## src/hw/rtl/lspbe_pkg.sv

```systemverilog
package lspbe_pkg;

	// Bit slots per LED: green, red, blue bytes, most significant bit first
	localparam int SLOTS_PER_LED = 24;
	localparam int RESET_SLOTS_DEF = 40;

	// Configuration port
	localparam int ADDR_W = 3;
	localparam int DATA_W = 32;
	localparam int PERIOD_W = 16;
	localparam logic [PERIOD_W-1:0] PERIOD_RESET = 16'd104;

	// Register index, taken from paddr[2]
	localparam logic REG_TIMER_PERIOD = 1'b0;

	// Short time = period * 7 / 25. The product fits in 19 bits, and
	// ceil(2^24 / 25) gives an exact quotient over that whole range.
	localparam int TIMES7_W = PERIOD_W + 3;
	localparam int RECIP_SHIFT = 24;
	localparam int RECIP_W = 20;
	localparam logic [RECIP_W-1:0] RECIP = 20'd671089;
	localparam int PROD_W = TIMES7_W + RECIP_W;
	localparam logic [PROD_W-1:0] PROD_RESET =
		PROD_W'(longint'(PERIOD_RESET) * 64'd7 * longint'(RECIP));

	// Queue between front and back
	localparam int QUEUE_DEPTH = 2;

	typedef struct packed {
		logic [7:0] red;
		logic [7:0] green;
		logic [7:0] blue;
		logic       last_led;
	} led_in_t;

	typedef struct packed {
		logic [PERIOD_W-1:0] compare_value;
		logic                run_last;
		logic                in_gap;
	} led_out_t;

	// One queued LED: the 24 slot bits in send order plus the frame end mark
	typedef struct packed {
		logic                     last_led;
		logic [SLOTS_PER_LED-1:0] bits;
	} job_t;

	typedef struct packed {
		logic [PERIOD_W-1:0] short_cnt;
		logic [PERIOD_W-1:0] long_cnt;
	} high_times_t;

endpackage

```

## src/hw/rtl/lspbe_cfg.sv

```systemverilog
module lspbe_cfg (
	input  logic                         clk,
	input  logic                         arst_n,
	input  logic                         psel,
	input  logic                         penable,
	input  logic                         pwrite,
	input  logic [lspbe_pkg::ADDR_W-1:0] paddr,
	input  logic [lspbe_pkg::DATA_W-1:0] pwdata,
	output logic [lspbe_pkg::DATA_W-1:0] prdata,
	output logic                         pready,
	output lspbe_pkg::high_times_t       times
);
	import lspbe_pkg::*;

	logic [PERIOD_W-1:0] period_q;
	logic [PROD_W-1:0]   prod_q;
	logic [TIMES7_W-1:0] times7;
	logic [PERIOD_W-1:0] short_cnt;
	logic                wr_en;

	assign pready = 1'b1;
	assign wr_en  = psel && penable && pwrite && (paddr[2] == REG_TIMER_PERIOD);

	// period * 7 as shift and subtract, ahead of the reciprocal multiply
	assign times7 = {pwdata[PERIOD_W-1:0], 3'b000} - {3'b000, pwdata[PERIOD_W-1:0]};

	// Register the period and its scaled product on the same edge
	always_ff @(posedge clk or negedge arst_n) begin
		if (!arst_n) begin
			period_q <= PERIOD_RESET;
			prod_q   <= PROD_RESET;
		end else if (wr_en) begin
			period_q <= pwdata[PERIOD_W-1:0];
			prod_q   <= PROD_W'(times7) * PROD_W'(RECIP);
		end
	end

	assign short_cnt       = PERIOD_W'(prod_q[PROD_W-1:RECIP_SHIFT]);
	assign times.short_cnt = short_cnt;
	assign times.long_cnt  = period_q - short_cnt;

	always_comb begin
		prdata = '0;
		if (paddr[2] == REG_TIMER_PERIOD) begin
			prdata = DATA_W'(period_q);
		end
	end

endmodule

```

## src/hw/rtl/lspbe_queue.sv

```systemverilog
module lspbe_queue (
	input  logic            clk,
	input  logic            arst_n,
	input  logic            push,
	input  lspbe_pkg::job_t push_job,
	output logic            full,
	input  logic            pop,
	output logic            empty,
	output lspbe_pkg::job_t head
);
	import lspbe_pkg::*;

	localparam int PTR_W = $clog2(QUEUE_DEPTH);
	localparam int CNT_W = $clog2(QUEUE_DEPTH + 1);

	job_t             mem_q [QUEUE_DEPTH];
	logic [PTR_W-1:0] wr_ptr_q;
	logic [PTR_W-1:0] rd_ptr_q;
	logic [CNT_W-1:0] count_q;
	logic             do_push;
	logic             do_pop;

	assign full    = (count_q == CNT_W'(QUEUE_DEPTH));
	assign empty   = (count_q == '0);
	assign do_push = push && !full;
	assign do_pop  = pop && !empty;
	assign head    = mem_q[rd_ptr_q];

	always_ff @(posedge clk) begin
		if (do_push) begin
			mem_q[wr_ptr_q] <= push_job;
		end
	end

	always_ff @(posedge clk or negedge arst_n) begin
		if (!arst_n) begin
			wr_ptr_q <= '0;
			rd_ptr_q <= '0;
			count_q  <= '0;
		end else begin
			if (do_push) begin
				wr_ptr_q <= (wr_ptr_q == PTR_W'(QUEUE_DEPTH - 1)) ? '0 : wr_ptr_q + 1'b1;
			end
			if (do_pop) begin
				rd_ptr_q <= (rd_ptr_q == PTR_W'(QUEUE_DEPTH - 1)) ? '0 : rd_ptr_q + 1'b1;
			end
			case ({do_push, do_pop})
				2'b10:   count_q <= count_q + 1'b1;
				2'b01:   count_q <= count_q - 1'b1;
				default: count_q <= count_q;
			endcase
		end
	end

	a_count_bound: assert property (@(posedge clk) disable iff (!arst_n)
		count_q <= CNT_W'(QUEUE_DEPTH))
		else $error("queue fill count beyond depth");

	a_pop_nonempty: assert property (@(posedge clk) disable iff (!arst_n)
		pop |-> !empty)
		else $error("pop from empty queue");

endmodule

```

## src/hw/rtl/lspbe_back.sv

```systemverilog
module lspbe_back #(
	parameter int RESET_SLOTS = lspbe_pkg::RESET_SLOTS_DEF
) (
	input  logic                   clk,
	input  logic                   arst_n,
	input  logic                   q_empty,
	input  lspbe_pkg::job_t        q_head,
	output logic                   q_pop,
	input  lspbe_pkg::high_times_t times,
	output logic                   out_valid,
	input  logic                   out_stall,
	output lspbe_pkg::led_out_t    out_item
);
	import lspbe_pkg::*;

	localparam int TOTAL_MAX = SLOTS_PER_LED + RESET_SLOTS;
	localparam int CNT_W = $clog2(TOTAL_MAX);
	localparam logic [CNT_W-1:0] END_PLAIN = CNT_W'(SLOTS_PER_LED - 1);
	localparam logic [CNT_W-1:0] END_GAP   = CNT_W'(TOTAL_MAX - 1);
	localparam logic [CNT_W-1:0] GAP_START = CNT_W'(SLOTS_PER_LED);

	logic                     cur_valid_q;
	logic                     cur_last_q;
	logic [SLOTS_PER_LED-1:0] bits_q;
	logic [CNT_W-1:0]         slot_q;
	logic                     out_valid_q;
	led_out_t                 out_q;

	logic [CNT_W-1:0] end_idx;
	logic             at_end;
	logic             advance;
	logic             take;
	led_out_t         result;

	assign end_idx = cur_last_q ? END_GAP : END_PLAIN;
	assign at_end  = (slot_q == end_idx);
	assign advance = cur_valid_q && (!out_valid_q || !out_stall);
	assign take    = !q_empty && (!cur_valid_q || (advance && at_end));
	assign q_pop   = take;

	always_comb begin
		result.in_gap   = (slot_q >= GAP_START);
		result.run_last = at_end;
		if (result.in_gap) begin
			result.compare_value = '0;
		end else begin
			result.compare_value = bits_q[SLOTS_PER_LED-1] ? times.long_cnt : times.short_cnt;
		end
	end

	// Current LED: slot counter and shifting bit word
	always_ff @(posedge clk or negedge arst_n) begin
		if (!arst_n) begin
			cur_valid_q <= 1'b0;
			cur_last_q  <= 1'b0;
			slot_q      <= '0;
		end else if (take) begin
			cur_valid_q <= 1'b1;
			cur_last_q  <= q_head.last_led;
			slot_q      <= '0;
		end else if (advance) begin
			if (at_end) begin
				cur_valid_q <= 1'b0;
			end else begin
				slot_q <= slot_q + 1'b1;
			end
		end
	end

	always_ff @(posedge clk) begin
		if (take) begin
			bits_q <= q_head.bits;
		end else if (advance) begin
			bits_q <= {bits_q[SLOTS_PER_LED-2:0], 1'b0};
		end
	end

	// Output register
	always_ff @(posedge clk or negedge arst_n) begin
		if (!arst_n) begin
			out_valid_q <= 1'b0;
		end else if (advance) begin
			out_valid_q <= 1'b1;
		end else if (!out_stall) begin
			out_valid_q <= 1'b0;
		end
	end

	always_ff @(posedge clk) begin
		if (advance) begin
			out_q <= result;
		end
	end

	assign out_valid = out_valid_q;
	assign out_item  = out_q;

	a_slot_bound: assert property (@(posedge clk) disable iff (!arst_n)
		cur_valid_q |-> slot_q <= end_idx)
		else $error("slot counter past end of LED");

	a_gap_zero: assert property (@(posedge clk) disable iff (!arst_n)
		out_valid_q && out_q.in_gap |-> out_q.compare_value == '0)
		else $error("non-zero compare value in latch gap");

endmodule

```

## src/hw/rtl/led_strip_pwm_bit_encoder.sv

```systemverilog
// LED strip PWM bit encoder.
// Input channel (in_valid / in_stall / in_item) takes one LED colour per item.
// Output channel (out_valid / out_stall / out_item) gives one timer compare
// value per bit slot: green, red, blue, most significant bit first. A one bit
// gives the long high time, a zero bit the short one (period * 7 / 25). An LED
// marked last_led is followed by RESET_SLOTS zero slots flagged in_gap; run_last
// marks the final slot of each item.
// Throughput: one result per cycle unless the receiver stalls or the queue is
// empty; an LED gives 24 slots, 24 + RESET_SLOTS for the last LED of a frame,
// counted by the slot counter in the back end. An accepted item reaches the
// output through the queue, the slot register and the output register.
// A two-entry queue parts the front from the back: the input keeps taking
// items while the back end works or the receiver stalls; in_stall rises only
// when the queue is full. A stalled result holds in the output register.
// The APB port holds timer_period at byte address 0 (reset 104); both high
// times take effect at the edge that writes the period. Reset empties the queue
// and the output register and restores the period; no clearing pass is needed.
module led_strip_pwm_bit_encoder #(
	parameter int RESET_SLOTS = lspbe_pkg::RESET_SLOTS_DEF
) (
	input  logic                         clk,
	input  logic                         arst_n,
	input  logic                         in_valid,
	output logic                         in_stall,
	input  lspbe_pkg::led_in_t           in_item,
	output logic                         out_valid,
	input  logic                         out_stall,
	output lspbe_pkg::led_out_t          out_item,
	input  logic                         psel,
	input  logic                         penable,
	input  logic                         pwrite,
	input  logic [lspbe_pkg::ADDR_W-1:0] paddr,
	input  logic [lspbe_pkg::DATA_W-1:0] pwdata,
	output logic [lspbe_pkg::DATA_W-1:0] prdata,
	output logic                         pready
);
	import lspbe_pkg::*;

	high_times_t times;
	job_t        in_job;
	job_t        q_head;
	logic        q_full;
	logic        q_empty;
	logic        q_pop;

	// Front: order the colour bytes into send order and queue the item
	assign in_job.bits     = {in_item.green, in_item.red, in_item.blue};
	assign in_job.last_led = in_item.last_led;
	assign in_stall        = q_full;

	lspbe_cfg u_cfg (
		.clk     (clk),
		.arst_n  (arst_n),
		.psel    (psel),
		.penable (penable),
		.pwrite  (pwrite),
		.paddr   (paddr),
		.pwdata  (pwdata),
		.prdata  (prdata),
		.pready  (pready),
		.times   (times)
	);

	lspbe_queue u_queue (
		.clk      (clk),
		.arst_n   (arst_n),
		.push     (in_valid),
		.push_job (in_job),
		.full     (q_full),
		.pop      (q_pop),
		.empty    (q_empty),
		.head     (q_head)
	);

	// Back: walk the slots of one LED and drive the output register
	lspbe_back #(
		.RESET_SLOTS (RESET_SLOTS)
	) u_back (
		.clk       (clk),
		.arst_n    (arst_n),
		.q_empty   (q_empty),
		.q_head    (q_head),
		.q_pop     (q_pop),
		.times     (times),
		.out_valid (out_valid),
		.out_stall (out_stall),
		.out_item  (out_item)
	);

endmodule

```

## config.mk

```make
export PLATFORM = sky130hd
export DESIGN_NAME = led_strip_pwm_bit_encoder
export DESIGN_NICKNAME = d
export VERILOG_FILES = /design/src/hw/rtl/lspbe_pkg.sv /design/src/hw/rtl/lspbe_cfg.sv /design/src/hw/rtl/lspbe_queue.sv /design/src/hw/rtl/lspbe_back.sv /design/src/hw/rtl/led_strip_pwm_bit_encoder.sv
export SDC_FILE = /design/constraint.sdc
export NUM_CORES = 1
export LEC_CHECK = 0
export BUFFER_PORTS_ARGS = -buffer_cell sky130_fd_sc_hd__buf_2
export CAP_MARGIN = 20
export CORE_MARGIN = 5
export CORE_UTILIZATION = 49
export DETAILED_ROUTE_END_ITERATION = 16
export PLACE_DENSITY = 0.79
export SETUP_SLACK_MARGIN = 0.05
export SLEW_MARGIN = 10
export SYNTH_ARGS = -nofsm -noshare
export SYNTH_HDL_FRONTEND = slang
export SYNTH_HIERARCHICAL = 1
export SYNTH_SLANG_ARGS = --single-unit
export TNS_END_PERCENT = 30
```

## constraint.sdc

```tcl
create_clock -name clk -period 6 [get_ports clk]
set_clock_uncertainty 0.2 [all_clocks]
set_input_delay 0.3 -clock clk [delete_from_list [all_inputs] [get_ports clk]]
set_output_delay 0.3 -clock clk [all_outputs]
set_load 0.005 [all_outputs]
```

==> summary.md <==
| Metric | Value |
|---|---|
| # setup viols final | 15 |
| DR top layer | met5 |
| Yosys reg bits | 136 |
| Slew Limit Fails | 0 |
| Slowest cell on crit path | fa_2 |
| Worst Setup Path Type | primary input to flop |
| Post-synthesis cell area | 13,500 µm² |
| Fmax | 131 MHz |
| Met1 Wirelength | 13,900 µm |
| Layout cells sized above 1 | 29.0% |
| Clock buffer depth | 2 |
| Final period util | 127% |
| Global Route Usage Sum | 22.3% |
| CTS tree | yes |
| Max-Slew Margin vs Limit | 36.8% |
| Post-synthesis sequential area ratio | 28.7% |
| Post-route minimum period | 7.65 ns |
| Worst Path Arrival | 7.73 ns |
| Core area | 27,000 µm² |
| RSZ-0062 raised after global routing | yes |
| Final core occ | 62.5% |
| CTS Buf Count | 17 |
| Vias in the first global route | 10,800 |
| Final WS setup | -1.65 ns |
| Maxcap violations | 0 |
| Slew @ Worst Pin | 0.949 ns |
| # DRC | 0 |
| Post-route ant nets | 0 |
| Initial antenna violation count | 2 |
| Vias | 9,975 |
| Final std cells w/o fill | 1,892 |
| CTS sink cnt | 136 |
| # placed instances | 1,813 |
| CP Capture Type | flop |
| I/O Buffers | 84 |
| Final wirelength | 34,900 µm |
| CTS H-Tree Depth | 4 |
| Avg Inst Size Synth | 10.9 µm² |
| Clk pin slew, worst setup/hold paths | 0.06 ns |
| Crit path required time | 6.08 ns |
| Synth unique cells | 81 |
| Largest net degree at the start of global routing | 62 |
| Die Y | 176 µm |
| P&R area growth vs syn | 25.3% |
| Initial DRT Pass Iterations | 5 |
| Length of routed met2 wiring | 17,900 µm |
| Fin nets | 1,926 |
| DP HPWL | 25,500 µm |
| Overflow after GRT | 0 |
| WL/cell | 18.5 µm |
| # fillers | 1,929 |
| Hold-critical path depth | 3 |
| Dpl cell area | 15,500 µm² |
| Post-synth top area cell | edfxtp_1 |
| Startpoint types | primary input |
| Outcome | finished, violations left |
| Die Wd | 176 µm |
| Yosys warnings | 6 |
| Die area | 30,900 µm² |
| Clk_lat worst skew | 0.43 ns |
| Initial Util | 49.9% |
| Ys async rst share | 32.4% |
| Root Driver | clkbuf_16 |
| Cell mode on critical path | fa_1 |
| Ports | 120 |
| Row Count | 60 |
| EDFF count, synth | 92 |
| Final Hold Slack | 0.0402 ns |
| Met3 wire length | 1770 µm |
| Via/cell ratio | 5.27 |
| Critical Path Fanout Max | 4 |
| Final Cell Area | 16,900 µm² |
| Initial drt markers | 796 |
| Synth area leaders | edfxtp_1 (21%), fa_1 (19%), ha_1 (18%) |
| Worst r2r path cells | 14 |
| First-pass GRT wire length | 54,700 µm |
| CP max stage delay | 0.53 ns |
| Top_reg_cell synth | edfxtp_1 |
| Synth top area share | 20.5% |
| Post-Syn Instances | 1,241 |
| Final Hold Fails | 0 |
| Placer Congestion | 0.945 |
| Hold Crit Class | primary input to flop |
| Violated checks | setup timing |
## per-stage QoR
step           setup WS (ns)  setup TNS, ns
3_3_place_gp           -2.45         -31.47
2_1_floorplan          -1.57         -20.30
6_report               -1.65         -21.94
3_5_place_dp           -2.66         -34.34
5_1_grt                -1.87         -25.84
4_1_cts                -1.60         -20.83
## final cells by class
| type | count | area (µm²) | share of cell area, % |
|---|---|---|---|
| timing repair buffer | 300 | 2180 | 12.9 |
| multi-input combinational | 787 | 8720 | 51.7 |
| sequential | 136 | 3870 | 22.9 |
| clock inverter | 14 | 130 | 0.771 |
| inverter | 296 | 1120 | 6.63 |
| antenna | 1 | 2.50 | 0.0148 |
| clock buffer | 17 | 425 | 2.52 |
| tap | 341 | 427 | 2.53 |
## per-layer routing
metal | vias up | global-route usage [%]
li1 | 4582 | -
met1 | 4897 | 27.0
met2 | 388 | 40.3
met3 | 106 | 3.38
met4 | 2 | 8.02
met5 | - | 0
## critical path: cells and delay by family
family	cells	cell delay, ns
and+or+nand+nor	3	0.56
AOI/OAI and AO/OA	13	2.65
adders and majority gates	8	3.46
buffers and inverters	5	0.34
xor gates and xnor gates	2	0.41
## cells by family (layout without fill, tap and decap cells)
group | Yosys count | in the layout | synth area share, %
and+or+nand+nor | 191 | 191 | 7.11
muxes | 67 | 67 | 6.47
AOI/OAI and AO/OA | 143 | 143 | 7.27
buffers and inverters | 334 | 627 | 10.4
adders and majority gates | 321 | 321 | 36.9
xor gates and xnor gates | 47 | 47 | 3.05
DFF | 136 | 136 | 28.7
other | 2 | 19 | 0.0557
## state kept, by name, summed over array words and instances (netlist names)
name                flops
u_queue/mem_q          50
u_queue/rd_ptr_q        1
u_back/cur_valid_q      1
u_queue/wr_ptr_q        1
u_back/out_item        18
u_queue/count_q         2
u_back/slot_q           6
u_back/cur_last_q       1
u_back/bits_q          24
u_back/out_valid        1
u_cfg/period_q         16
u_cfg/prod_q           15
## placed cells by master, fill, tap and decap left out, drive strengths merged, types with 11 or more instances in the layout
cell type,instances
nor2b,23
dlygate4sd3,26
nor3,11
nor2,47
mux2,50
xnor2,32
nand2,58
inv,305
ha,193
o21ai,56
a21oi,25
conb,18
clkbuf,17
fa,128
dfrtp,37
buf,274
and3,13
a21o,11
mux2i,17
xor2,15
edfxtp,92
## repair_timing
| action | in CTS | in global routing |
|---|---|---|
| hold buffers | 26 | 0 |
| setup endpoints to repair | 15 | 15 |
| gates resized for setup | 32 | 39 |
| setup buffers | 14 | 4 |
| hold endpoints to repair | 87 | 0 |
| gates cloned | 0 | 0 |
| pin swaps | 49 | 19 |
## final timing paths
kind	from	endpoint	slack (ns)
worst max register to register	u_cfg/prod_q[26]	u_back/out_item[16]	2.46
worst min-delay path	pwdata[5]	u_cfg/period_q[5]	0.04
min in group asynchronous	arst_n	u_back/slot_q[3]	0.16
worst min register to register	u_cfg/period_q[0]	u_cfg/period_q[0]	0.29
worst max-delay path	pwdata[0]	u_cfg/prod_q[37]	-1.65
max in group asynchronous	arst_n	u_cfg/period_q[6]	4.83
## cell usage after synthesis, types with 3 or more instances
| library cell | number |
|---|---|
| a211oi_1 | 6 |
| a21boi_0 | 5 |
| a21o_1 | 10 |
| a21oi_1 | 23 |
| a22o_1 | 3 |
| and2_1 | 5 |
| and3_1 | 11 |
| buf_4 | 19 |
| clkbuf_1 | 12 |
| dfrtp_1 | 37 |
| dfstp_2 | 7 |
| edfxtp_1 | 92 |
| fa_1 | 128 |
| ha_1 | 193 |
| inv_1 | 296 |
| mux2_2 | 13 |
| mux2_4 | 37 |
| mux2i_1 | 17 |
| nand2_1 | 58 |
| nand2b_1 | 6 |
| nand3_1 | 7 |
| nand4_1 | 3 |
| nor2_1 | 47 |
| nor2b_1 | 22 |
| nor3_1 | 10 |
| o21ai_0 | 49 |
| o21ai_1 | 5 |
| o31ai_1 | 3 |
| or2_2 | 3 |
| or3_1 | 4 |
| xnor2_1 | 32 |
| xor2_1 | 15 |
Power is left out: the tool's default activity adds up to more than one toggle a clock period on the data nets, which glitch-free logic cannot reach.
